--- src/rtl/core/gskl_pkg.sv ---
`timescale 1ns / 1ps

package gskl_pkg;

    localparam int FRAC_BITS_DEF = 16;

    // Operand and product widths of the shared multiplier
    localparam int MUL_W  = 33;
    localparam int PROD_W = 2 * MUL_W;

    // Denominator 2*pv*qv needs 65 bits (field is 66 wide)
    localparam int DEN_W = 66;

    // Result field
    localparam int DIST_W = 48;
    localparam logic [DIST_W-1:0] DIST_MAX = {DIST_W{1'b1}};

    // Quotient bits the divider resolves; a larger quotient is flagged as overflow
    localparam int QUO_W = DIST_W;

    typedef enum logic [3:0] {
        ST_IDLE,
        ST_SQ_DV,
        ST_PQ,
        ST_SQ_AD,
        ST_LO,
        ST_HI,
        ST_ADD,
        ST_DIV_GO,
        ST_DIV_WAIT,
        ST_ACC
    } state_t;

    typedef struct packed {
        logic busy;
        logic done;
        logic ovf;
    } div_stat_t;

endpackage

--- src/rtl/core/gskl_mul.sv ---
`timescale 1ns / 1ps

module gskl_mul (
    input  logic                          aclk,
    input  logic [gskl_pkg::MUL_W-1:0]    op_a,
    input  logic [gskl_pkg::MUL_W-1:0]    op_b,
    output logic [gskl_pkg::PROD_W-1:0]   prod
);

    logic [gskl_pkg::PROD_W-1:0] prod_reg;

    always_ff @(posedge aclk) begin
        prod_reg <= op_a * op_b;
    end

    assign prod = prod_reg;

endmodule

--- src/rtl/core/gskl_div.sv ---
`timescale 1ns / 1ps

module gskl_div #(
    parameter int NUM_W = 99
) (
    input  logic                          aclk,
    input  logic                          aresetn,
    input  logic                          start,
    input  logic [NUM_W-1:0]              num,
    input  logic [gskl_pkg::DEN_W-1:0]    den,
    output logic [gskl_pkg::QUO_W-1:0]    quo,
    output gskl_pkg::div_stat_t           stat
);

    localparam int QW    = gskl_pkg::QUO_W;
    localparam int DW    = gskl_pkg::DEN_W;
    localparam int CNT_W = $clog2(QW);

    logic [DW-1:0]    rem_reg;
    logic [QW-1:0]    nsh_reg;
    logic [QW-1:0]    quo_reg;
    logic [CNT_W-1:0] cnt_reg;
    logic             busy_reg;
    logic             done_reg;
    logic             ovf_reg;

    logic [DW:0] rem_init;
    logic [DW:0] trial;
    logic [DW:0] diff;
    logic        fits;

    // Top numerator bits as the starting remainder: if they reach the
    // divisor the quotient cannot fit in QW bits
    assign rem_init = (DW+1)'(num[NUM_W-1:QW]);
    assign trial    = {rem_reg, nsh_reg[QW-1]};
    assign diff     = trial - {1'b0, den};
    assign fits     = (trial >= {1'b0, den});

    always_ff @(posedge aclk) begin
        if (!aresetn) begin
            busy_reg <= 1'b0;
            done_reg <= 1'b0;
            ovf_reg  <= 1'b0;
            cnt_reg  <= '0;
        end else if (start) begin
            if (rem_init >= {1'b0, den}) begin
                busy_reg <= 1'b0;
                done_reg <= 1'b1;
                ovf_reg  <= 1'b1;
            end else begin
                busy_reg <= 1'b1;
                done_reg <= 1'b0;
                ovf_reg  <= 1'b0;
            end
            cnt_reg <= CNT_W'(QW - 1);
        end else if (busy_reg) begin
            cnt_reg <= cnt_reg - 1'b1;
            if (cnt_reg == '0) begin
                busy_reg <= 1'b0;
                done_reg <= 1'b1;
            end
        end
    end

    always_ff @(posedge aclk) begin
        if (start) begin
            rem_reg <= rem_init[DW-1:0];
            nsh_reg <= num[QW-1:0];
            quo_reg <= '0;
        end else if (busy_reg) begin
            rem_reg <= fits ? diff[DW-1:0] : trial[DW-1:0];
            nsh_reg <= {nsh_reg[QW-2:0], 1'b0};
            quo_reg <= {quo_reg[QW-2:0], fits};
        end
    end

    assign quo       = quo_reg;
    assign stat.busy = busy_reg;
    assign stat.done = done_reg;
    assign stat.ovf  = ovf_reg;

endmodule

--- src/rtl/core/gaussian_symmetric_kl_distance_top.sv ---
`timescale 1ns / 1ps
// An item runs through five products on the shared 33x33 multiplier, then the
// 48-step radix-2 divider (skipped when the term saturates early), then the
// accumulate step, which holds on the last dimension until the result register
// is free. One item at a time: input is not ready again until the item is done.
// Reset: synchronous, active low; clears the running sum and overflow flag.
module gaussian_symmetric_kl_distance_top #(
    parameter int FRAC_BITS = gskl_pkg::FRAC_BITS_DEF
) (
    input  logic                          aclk,
    input  logic                          aresetn,
    input  logic                          s_valid,
    output logic                          s_ready,
    input  logic signed [31:0]            s_mean_a,
    input  logic [31:0]                   s_var_a,
    input  logic signed [31:0]            s_mean_b,
    input  logic [31:0]                   s_var_b,
    input  logic                          s_last_dim,
    output logic                          m_valid,
    input  logic                          m_ready,
    output logic [gskl_pkg::DIST_W-1:0]   m_distance,
    output logic                          m_saturated
);

    localparam int MW     = gskl_pkg::MUL_W;
    localparam int PW     = gskl_pkg::PROD_W;
    localparam int DW     = gskl_pkg::DEN_W;
    localparam int OW     = gskl_pkg::DIST_W;
    localparam int T1_W   = 64 + FRAC_BITS;
    localparam int NUM_W  = ((T1_W > 98) ? T1_W : 98) + 1;

    gskl_pkg::state_t state_reg, state_next;

    logic [31:0]    pv_reg, qv_reg, dv_reg;
    logic [MW-1:0]  ad_reg, s_reg;
    logic           last_reg;
    logic [PW-2:0]  sq_reg;
    logic [NUM_W-1:0] num_reg;
    logic [DW-1:0]  den_reg;

    logic [OW-1:0]  sum_reg;
    logic           ovf_reg;
    logic           m_valid_reg;
    logic [OW-1:0]  m_distance_reg;
    logic           m_saturated_reg;

    logic [MW-1:0]  mul_a, mul_b;
    logic [PW-1:0]  prod;

    logic                   div_start;
    logic [OW-1:0]          quo;
    gskl_pkg::div_stat_t    div_stat;

    logic signed [33:0] d_in;
    logic [33:0]        ad_in;
    logic [31:0]        pv_in, qv_in;

    logic [OW-1:0] term;
    logic          term_sat;
    logic [OW:0]   sum_wide;
    logic          sum_sat;
    logic          out_free;

    gskl_mul u_mul (
        .aclk (aclk),
        .op_a (mul_a),
        .op_b (mul_b),
        .prod (prod)
    );

    gskl_div #(
        .NUM_W (NUM_W)
    ) u_div (
        .aclk    (aclk),
        .aresetn (aresetn),
        .start   (div_start),
        .num     (num_reg),
        .den     (den_reg),
        .quo     (quo),
        .stat    (div_stat)
    );

    // Input conditioning: floor variances, offset mean difference by one LSB
    assign d_in  = 34'(s_mean_a) - 34'(s_mean_b) + 34'sd1;
    assign ad_in = d_in[33] ? 34'(-d_in) : 34'(d_in);
    assign pv_in = (s_var_a == '0) ? 32'd1 : s_var_a;
    assign qv_in = (s_var_b == '0) ? 32'd1 : s_var_b;

    // Term clamp and running sum saturation
    assign term_sat = div_stat.ovf || (quo == gskl_pkg::DIST_MAX);
    assign term     = term_sat ? gskl_pkg::DIST_MAX : quo;
    assign sum_wide = {1'b0, sum_reg} + {1'b0, term};
    assign sum_sat  = (sum_wide >= {1'b0, gskl_pkg::DIST_MAX});
    assign out_free = !m_valid_reg || m_ready;

    always_comb begin
        state_next = state_reg;
        mul_a      = '0;
        mul_b      = '0;
        div_start  = 1'b0;
        unique case (state_reg)
            gskl_pkg::ST_IDLE: begin
                if (s_valid) begin
                    state_next = gskl_pkg::ST_SQ_DV;
                end
            end
            gskl_pkg::ST_SQ_DV: begin
                mul_a      = MW'(dv_reg);
                mul_b      = MW'(dv_reg);
                state_next = gskl_pkg::ST_PQ;
            end
            gskl_pkg::ST_PQ: begin
                mul_a      = MW'(pv_reg);
                mul_b      = MW'(qv_reg);
                state_next = gskl_pkg::ST_SQ_AD;
            end
            gskl_pkg::ST_SQ_AD: begin
                mul_a      = ad_reg;
                mul_b      = ad_reg;
                state_next = gskl_pkg::ST_LO;
            end
            gskl_pkg::ST_LO: begin
                mul_a      = prod[MW-1:0];
                mul_b      = s_reg;
                state_next = gskl_pkg::ST_HI;
            end
            gskl_pkg::ST_HI: begin
                mul_a      = MW'(sq_reg[PW-2:MW]);
                mul_b      = s_reg;
                state_next = gskl_pkg::ST_ADD;
            end
            gskl_pkg::ST_ADD: begin
                state_next = gskl_pkg::ST_DIV_GO;
            end
            gskl_pkg::ST_DIV_GO: begin
                div_start  = 1'b1;
                state_next = gskl_pkg::ST_DIV_WAIT;
            end
            gskl_pkg::ST_DIV_WAIT: begin
                if (div_stat.done) begin
                    state_next = gskl_pkg::ST_ACC;
                end
            end
            gskl_pkg::ST_ACC: begin
                // hold until the result register is free on the last dimension
                if (!last_reg || out_free) begin
                    state_next = gskl_pkg::ST_IDLE;
                end
            end
            default: begin
                state_next = gskl_pkg::ST_IDLE;
            end
        endcase
    end

    always_ff @(posedge aclk) begin
        if (!aresetn) begin
            state_reg <= gskl_pkg::ST_IDLE;
        end else begin
            state_reg <= state_next;
        end
    end

    // Operand and numerator datapath
    always_ff @(posedge aclk) begin
        case (state_reg)
            gskl_pkg::ST_IDLE: begin
                if (s_valid) begin
                    pv_reg   <= pv_in;
                    qv_reg   <= qv_in;
                    dv_reg   <= (pv_in > qv_in) ? (pv_in - qv_in) : (qv_in - pv_in);
                    ad_reg   <= ad_in[MW-1:0];
                    s_reg    <= {1'b0, pv_in} + {1'b0, qv_in};
                    last_reg <= s_last_dim;
                end
            end
            gskl_pkg::ST_PQ: begin
                num_reg <= NUM_W'(prod) << FRAC_BITS;
            end
            gskl_pkg::ST_SQ_AD: begin
                den_reg <= {prod[DW-2:0], 1'b0};
            end
            gskl_pkg::ST_LO: begin
                sq_reg <= prod[PW-2:0];
            end
            gskl_pkg::ST_HI: begin
                num_reg <= num_reg + NUM_W'(prod);
            end
            gskl_pkg::ST_ADD: begin
                num_reg <= num_reg + (NUM_W'(prod) << MW);
            end
            default: begin
            end
        endcase
    end

    // Running sum, overflow flag and result register
    always_ff @(posedge aclk) begin
        if (!aresetn) begin
            sum_reg     <= '0;
            ovf_reg     <= 1'b0;
            m_valid_reg <= 1'b0;
        end else begin
            if (m_valid_reg && m_ready &&
                !(state_reg == gskl_pkg::ST_ACC && last_reg)) begin
                m_valid_reg <= 1'b0;
            end
            if (state_reg == gskl_pkg::ST_ACC && (!last_reg || out_free)) begin
                if (last_reg) begin
                    m_valid_reg     <= 1'b1;
                    m_distance_reg  <= sum_sat ? gskl_pkg::DIST_MAX : sum_wide[OW-1:0];
                    m_saturated_reg <= ovf_reg || term_sat ||
                                       (sum_sat && (sum_wide[OW] || term_sat));
                    sum_reg         <= '0;
                    ovf_reg         <= 1'b0;
                end else begin
                    sum_reg <= sum_sat ? gskl_pkg::DIST_MAX : sum_wide[OW-1:0];
                    ovf_reg <= ovf_reg || term_sat || (sum_sat && sum_wide[OW]);
                end
            end
        end
    end

    assign s_ready     = (state_reg == gskl_pkg::ST_IDLE);
    assign m_valid     = m_valid_reg;
    assign m_distance  = m_distance_reg;
    assign m_saturated = m_saturated_reg;

    a_sum_bounded: assert property (@(posedge aclk) disable iff (!aresetn)
        sum_reg <= gskl_pkg::DIST_MAX)
        else $error("running sum above saturation limit");

    a_ready_div_idle: assert property (@(posedge aclk) disable iff (!aresetn)
        s_ready |-> !div_stat.busy)
        else $error("input ready while divider busy");

    a_emit_from_acc: assert property (@(posedge aclk) disable iff (!aresetn)
        $rose(m_valid_reg) |-> $past(state_reg == gskl_pkg::ST_ACC) && $past(last_reg))
        else $error("result raised outside accumulate step");

    a_div_done_wait: assert property (@(posedge aclk) disable iff (!aresetn)
        (state_reg == gskl_pkg::ST_ACC) |-> div_stat.done)
        else $error("accumulate without a finished division");

endmodule

--- config.mk ---
export PLATFORM = sky130hd
export DESIGN_NAME = gaussian_symmetric_kl_distance_top
export DESIGN_NICKNAME = d
export VERILOG_FILES = /design/src/rtl/core/gskl_pkg.sv /design/src/rtl/core/gskl_mul.sv /design/src/rtl/core/gskl_div.sv /design/src/rtl/core/gaussian_symmetric_kl_distance_top.sv
export SDC_FILE = /design/constraint.sdc
export NUM_CORES = 2
export LEC_CHECK = 0
export BUFFER_PORTS_ARGS = -buffer_cell sky130_fd_sc_hd__clkbuf_2
export CORE_MARGIN = 5
export CORE_UTILIZATION = 30
export CTS_CLUSTER_DIAMETER = 40
export DETAILED_ROUTE_END_ITERATION = 16
export PLACE_DENSITY_LB_ADDON = 0.25
export SLEW_MARGIN = 5
export SYNTH_ARGS = -nofsm -noshare
export SYNTH_HDL_FRONTEND = slang
export SYNTH_SLANG_ARGS = --single-unit
--- constraint.sdc ---
create_clock -name aclk -period 32.2 [get_ports aclk]
set_clock_uncertainty 0.2 [all_clocks]
set_input_delay 3.22 -clock aclk [delete_from_list [all_inputs] [get_ports aclk]]
set_output_delay 3.22 -clock aclk [all_outputs]
set_load 0.005 [all_outputs]
== After elaboration in Yosys (flattened, before gate mapping) ==
Index checks and enable logic that the tools add are counted.

* Bits in registers: 732
* Input port bits: 133
* Output and inout bits: 51
* Word-level logic and storage cells: 118

* Add/sub/neg operators: 11
* Multipliers: 1
* Order comparisons: 4
* Equal/unequal tests: 13
* Muxes and demuxes: 34
* Bitwise gates (word level): 1
* Reductions and logical operators: 29

{| class="wikitable"
|+ Operators by type and width
! cell !! count
|-
| $pmux W99 S3 || 1
|-
| $mux W48 || 5
|-
| $pmux W33 S5 || 1
|-
| $pmux W33 S4 || 1
|-
| $mux W51 || 2
|-
| $add A99 B66 Y99 || 1
|-
| $add A99 B99 Y99 || 1
|-
| $mux W32 || 3
|-
| $ge A67 B66 Y1 || 1
|-
| $ge A51 B66 Y1 || 1
|-
| $mul A33 B33 Y66 || 1
|-
| $mux W66 || 1
|-
| $sub A66 B66 Y66 || 1
|-
| $logic_not A32 Y1 || 2
|-
| $sub A32 B32 Y32 || 2
|-
| $add A48 B48 Y49 || 1
|-
| $ge A49 B48 Y1 const B || 1
|-
| $eq A48 B48 Y1 const B || 1
|-
| $pmux W4 S10 || 1
|-
| $add A33 B2 Y34 const B || 1
|-
| $add A32 B32 Y33 || 1
|-
| $mux W33 || 1
|-
| $neg A33 Y33 || 1
|-
| $sub A32 B32 Y33 || 1
|-
| 22 further kinds || 60
|}

== Longest topological paths before layout ==
* Depth after elaboration: 8
* Mapped depth: 39
* Mapped depth without buffers: 35

== By module ==
Synthesis repeated with hierarchy kept, for this count alone.

* Cell total of the unflattened synthesis: 9628
* Area total of the unflattened synthesis: 86616.8 um^2

{| class="wikitable"
|+ Modules (own cells, without submodules)
! module !! times used !! cells each !! area an instance (um^2) !! seq. area each (um^2)
|-
| gskl_mul || 1 || 4101 || 36949.2 || 1321.3
|-
| gaussian_symmetric_kl_distance_top || 1 || 4087 || 36736.5 || 13302.8
|-
| gskl_div || 1 || 1440 || 12931.2 || 4414.2
|}

== Least setup slack after synthesis ==
OpenSTA, ideal clock, no wires.

* Path type: reg-to-reg
* Start point: reg state_reg[1]
* End point: reg u_mul.prod_reg (netlist bit u_mul.prod[57])
* Library setup time: 0.072 ns
* Data arrival time: 11.227 ns
* Data required time: 31.928 ns
* Path slack: 20.701 ns
* Cell stages (with the launch flop): 38
* Path buffers: 5
* Clock period less this slack: 11.499 ns
* Path through: dfxtp_1 clkbuf_1 nand2_1 nor3_1 clkbuf_1 buf_1 a22oi_1 and4_1 clkbuf_1 nor2_1 fa_1 inv_1 fa_1 inv_1 fa_1 inv_1 fa_1 inv_1 [2 not listed] fa_1 inv_1 fa_1 inv_1 ha_1 clkbuf_1 a21o_1 a21o_1 a21oi_1 o21ai_0 a311oi_1 o21ai_0 a31o_2 a31o_1 a21oi_1 o21ai_1 a31oi_1 xnor2_1

* Cells in the longest elaborated chain, start to end: 4
* Elaborated cells on any way between the ends: 9
* Those cells by class: 1 x mul; 5 x eq/ne; 2 x mux; 1 x reduce/logical

{| class="wikitable"
|+ Ends and longest elaborated chain
! item !! RTL line !! source
|-
| start: declaration || gaussian_symmetric_kl_distance_top.sv:32 || <nowiki>gskl_pkg::state_t state_reg, state_next;</nowiki>
|-
| start signal: assignment || gaussian_symmetric_kl_distance_top.sv:158 || <nowiki>state_reg <= gskl_pkg::ST_IDLE;</nowiki>
|-
| start signal: assignment || gaussian_symmetric_kl_distance_top.sv:160 || <nowiki>state_reg <= state_next;</nowiki>
|-
| $eq A4 B3 Y1 || gaussian_symmetric_kl_distance_top.sv:101 || <nowiki>unique case (state_reg)</nowiki>
|-
| $reduce_or A2 Y1 (no source line) || -- ||
|-
| $pmux W33 S4 || gaussian_symmetric_kl_distance_top.sv:101 ||
|-
| $mul A33 B33 Y66 (*) || gskl_mul.sv:13 || <nowiki>prod_reg <= op_a * op_b;</nowiki>
|-
| end signal: assignment || gskl_mul.sv:13 ||
|-
| end: declaration || gskl_mul.sv:10 || <nowiki>logic [gskl_pkg::PROD_W-1:0] prod_reg;</nowiki>
|}

Mark *: on every way between the ends. The rest lies on a longest branch, timed or not.
A chain may end at the register's enable or synchronous reset.

== Worst setup path after layout ==
* Start point: reg state_reg[3]
* End point: reg u_mul.prod_reg (netlist bit u_mul.prod[64])

Same word-level chain as after synthesis.

==> results by group <==
Layout
  – Fillers: 29,300
  – Final #Nets: 11,500
  – Flip-flop and latch area: 19,000 sq um
  – Largest register FFs: 99
  – Area of the multi-input gates: 58,800 sq um
  – Non-filler cells, final: 13,500
  – Share of layout cells above drive strength 1: 0.0765
  – Area grow syn2layout: 12.5%
  – Final core utilization: 0.338

Worst setup path
  – R2r setup slk: 20.70 ns
  – Critical Path End Type: register
  – Worst reg2reg path endpoint: u_mul.prod[64]
  – CP max stage cell: nor2_2
  – CP most frequent cell: fa_1
  – Crit path kind: reg2reg
  – CP top delay family: adder cells
  – WP data arrival: 12.05 ns
  – CP required: 32.75 ns
  – R2r startpoint: state_reg[3]
  – Crit path largest cell delay: 1.10 ns
  – CP startpoint kind: register
  – Buf/Inv on CP: 5
  – Worst-path fanout max: 66
  – R2r worst-path depth: 31

Drt
  – Drt first pass iters: 6
  – Starting DRT DRC Count: 6,142
  – Antenna-violating nets left: 0
  – Via density: 5.20
  – Vias post-DR: 70,300
  – Detailed-route wire length per cell: 23.0 microns
  – Total routed wirelength: 311 mm
  – DR DRC count: 0

Place
  – Post-placement cell count: 13,200
  – IO Port Bufs: 183
  – Post-Place Worst Slack: 20.71 ns
  – Final RePlAce weighted congestion: 0.958
  – Post-DP HPWL: 246 mm

CTS
  – Clock-pin slew on the worst setup and hold paths: 0.05 ns
  – Clock sink total: 698
  – CTS resizes: 0
  – Clock latency on the worst-skew pair: 0.82 ns
  – Hold_buf cts: 0
  – CTS buffer count: 150
  – CTS tree: yes
  – Longest Clk Path Bufs: 3
  – # Post-CTS Setup Buffers: 0
  – CTS H-tree lvls: 4
  – Root Buffer: clkbuf_16

GRT
  – Met1 Usage GRT: 0.275
  – Most used routing layer: met2
  – Largest net degree at the start of global routing: 118
  – First-pass GRT wire length: 466 mm
  – Routing usage on met2: 0.336
  – Grt met3 use: 0.0372
  – GR Util All Layers: 0.208
  – Antenna violations before repair: 8
  – Total congestion overflow: 0
  – Vias in the first global route: 72,600

STA
  – Rel. slew slack: 0.0509
  – Fmax: 86.9 MHz
  – Final Hold Vio Count: 0
  – Hold Slack: 0.269 ns
  – RSZ-0062 raised after global routing: no
  – Worst setup margin: 20.70 ns
  – # setup viols final: 0
  – Final setup TNS: 0 ns
  – Slew at the pin closest to its max-slew limit: 1.42 ns
  – Final period utilization: 0.357
  – Fin crit period: 11.50 ns
  – Final slew viol count: 0

Floorplan
  – Row count: 195
  – I/O Pins: 184
  – Initial Util: 0.301
  – Die width: 542 microns
  – Die area: 293,000 sq um
  – Core area: 282,000 sq um
  – Die Ht: 542 microns

Synthesis
  – Synth Instances: 9,667
  – Area leader, netlist: fa_1
  – Mapped Area: 84,800 sq um
  – Synthesized Nets: 11,500
  – Top-area cell type share of the netlist area: 0.228
  – Register area share after synthesis: 0.225
  – Synth cell types: 101
  – Most common flop cell mapped by yosys: edfxtp_1
  – Post-synth EDFFs: 506
  – Synth area leaders: fa_1 (23%), edfxtp_1 (18%), ha_1 (11%)
  – Mean Syn Cell Area: 8.77 sq um
  – Post-synthesis register bit count: 698
  – Ys async rst share: 0
  – Yosys warning count: 0

Min path
  – Hold endpoint: sum_reg[31]
  – Class of the worst hold path: reg2reg
  – Worst Hold Depth: 2
  – Worst hold start: sum_reg[31]

Pwr
  – Worst VDD drop: 0.0525 mV
  – Power Dens Cells: 66.1 nW/um^2
  – Static Leak: 43.7 nW

Run
  – Max-cap violation count: 0

Run status
  – Status: complete, no violations
==> area by class of cell <==
class | instances | share of cell area
multi-input cells | 7057 | 0.617
inverters | 1383 | 0.0545
flip-flops and latches | 698 | 0.200
repair buffers | 346 | 0.0229
clock buffers | 167 | 0.0410
well taps | 3743 | 0.0491
clock inverters | 111 | 0.0157
diodes | 3 | 0.0000787
==> cells in the final DEF, fill, tap and decap left out, drive strengths merged, types with 48 or more instances in the layout <==
| cell type | synthesis | routed |
|---|---|---|
| o21bai | 90 | 90 |
| a31oi | 102 | 102 |
| buf | 54 | 163 |
| and3 | 65 | 65 |
| a22oi | 112 | 112 |
| nand3 | 106 | 106 |
| nor2 | 956 | 956 |
| mux2i | 67 | 67 |
| nor3 | 95 | 95 |
| xor2 | 156 | 156 |
| fa | 966 | 966 |
| clkbuf | 475 | 350 |
| o21ai | 309 | 309 |
| nor4 | 54 | 54 |
| o21a | 52 | 52 |
| inv | 1380 | 1408 |
| nand2 | 1215 | 1215 |
| dfxtp | 192 | 192 |
| nand4 | 110 | 110 |
| or2 | 48 | 48 |
| a21oi | 511 | 511 |
| xnor2 | 271 | 271 |
| clkinv | 3 | 48 |
| a21o | 276 | 276 |
| nand2b | 118 | 118 |
| ha | 721 | 721 |
| nor2b | 84 | 84 |
| edfxtp | 506 | 506 |
==> routing by layer <==
| layer | share of wire | routed length [microns] | up-vias |
|---|---|---|---|
| li1 | - | - | 32100 |
| met1 | 0.43 | 134000 | 34900 |
| met2 | 0.45 | 140000 | 2698 |
| met3 | 0.071 | 22200 | 608 |
| met4 | 0.049 | 15300 | 2 |
| met5 | 0.000042 | 13 | - |
==> synth_stat cells, types with 29 or more instances <==
library cell / count
a22o_1: 31
nor2_1: 955
nor4_1: 51
nand4_1: 110
nand3_1: 105
a21boi_0: 30
a21o_1: 276
o211ai_1: 38
o21a_1: 52
o21bai_1: 90
xor2_1: 156
a211oi_1: 38
dfxtp_1: 192
o31ai_1: 38
and3_1: 65
a31oi_1: 102
a221o_1: 32
xnor2_1: 271
mux2i_1: 67
a21oi_1: 509
a221oi_1: 39
nand2b_1: 118
inv_1: 1380
ha_1: 721
a22oi_1: 112
or3_1: 29
clkbuf_1: 475
fa_1: 966
edfxtp_1: 506
and2_1: 32
or2_2: 46
nand2_1: 1214
nor3_1: 90
o21ai_0: 282
nor2b_1: 84
==> worst min-delay path, cell delays in order (launching register included) <==
cell and delay, ns:
dfxtp_1 0.31, nand2_1 0.05, a21boi_0 0.06
==> per-stage QoR <==
step                area, sq um  power [mW]
floorplan                 84800        3.46
global placement          89900        4.63
detailed placement        89900        4.64
CTS                       95300        6.31
global route              95300        6.74
finish                    95300        6.30
==> power by group <==
group | leakage, nW | switching, mW | internal, mW | total (mW)
combinational | 34.9 | 2.20 | 1.24 | 3.43
sequential | 6.27 | 0.132 | 1.11 | 1.24
clock | 2.57 | 0.571 | 1.06 | 1.63
total | 43.7 | 2.90 | 3.40 | 6.30
==> worst max-delay path by stage <==
stage	slack [ns]	startpoint	cells after the start	to
after global placement	20.28	state_reg[3]	34	u_mul.prod[57]
after detailed placement	20.71	state_reg[1]	31	u_mul.prod[64]
after floorplan	20.70	state_reg[1]	37	u_mul.prod[57]
after CTS	20.72	state_reg[1]	31	u_mul.prod[64]
after global routing	20.32	state_reg[1]	31	u_mul.prod[64]
final	20.70	state_reg[3]	31	u_mul.prod[64]
==> cell families (layout without fill, tap and decap cells) <==
logic type / count (synthesis) / after routing / share of synthesized area
fa+ha+maj: 1687 / 1687 / 0.335
other cells: 0 / 3 / 0
xor+xnor: 427 / 427 / 0.0441
simple gates: 2987 / 2987 / 0.156
buf+inv: 1912 / 2007 / 0.0854
compound gates: 1885 / 1885 / 0.147
flops: 698 / 698 / 0.225
mux: 71 / 71 / 0.00844
(Power assumes the default switching activity.)
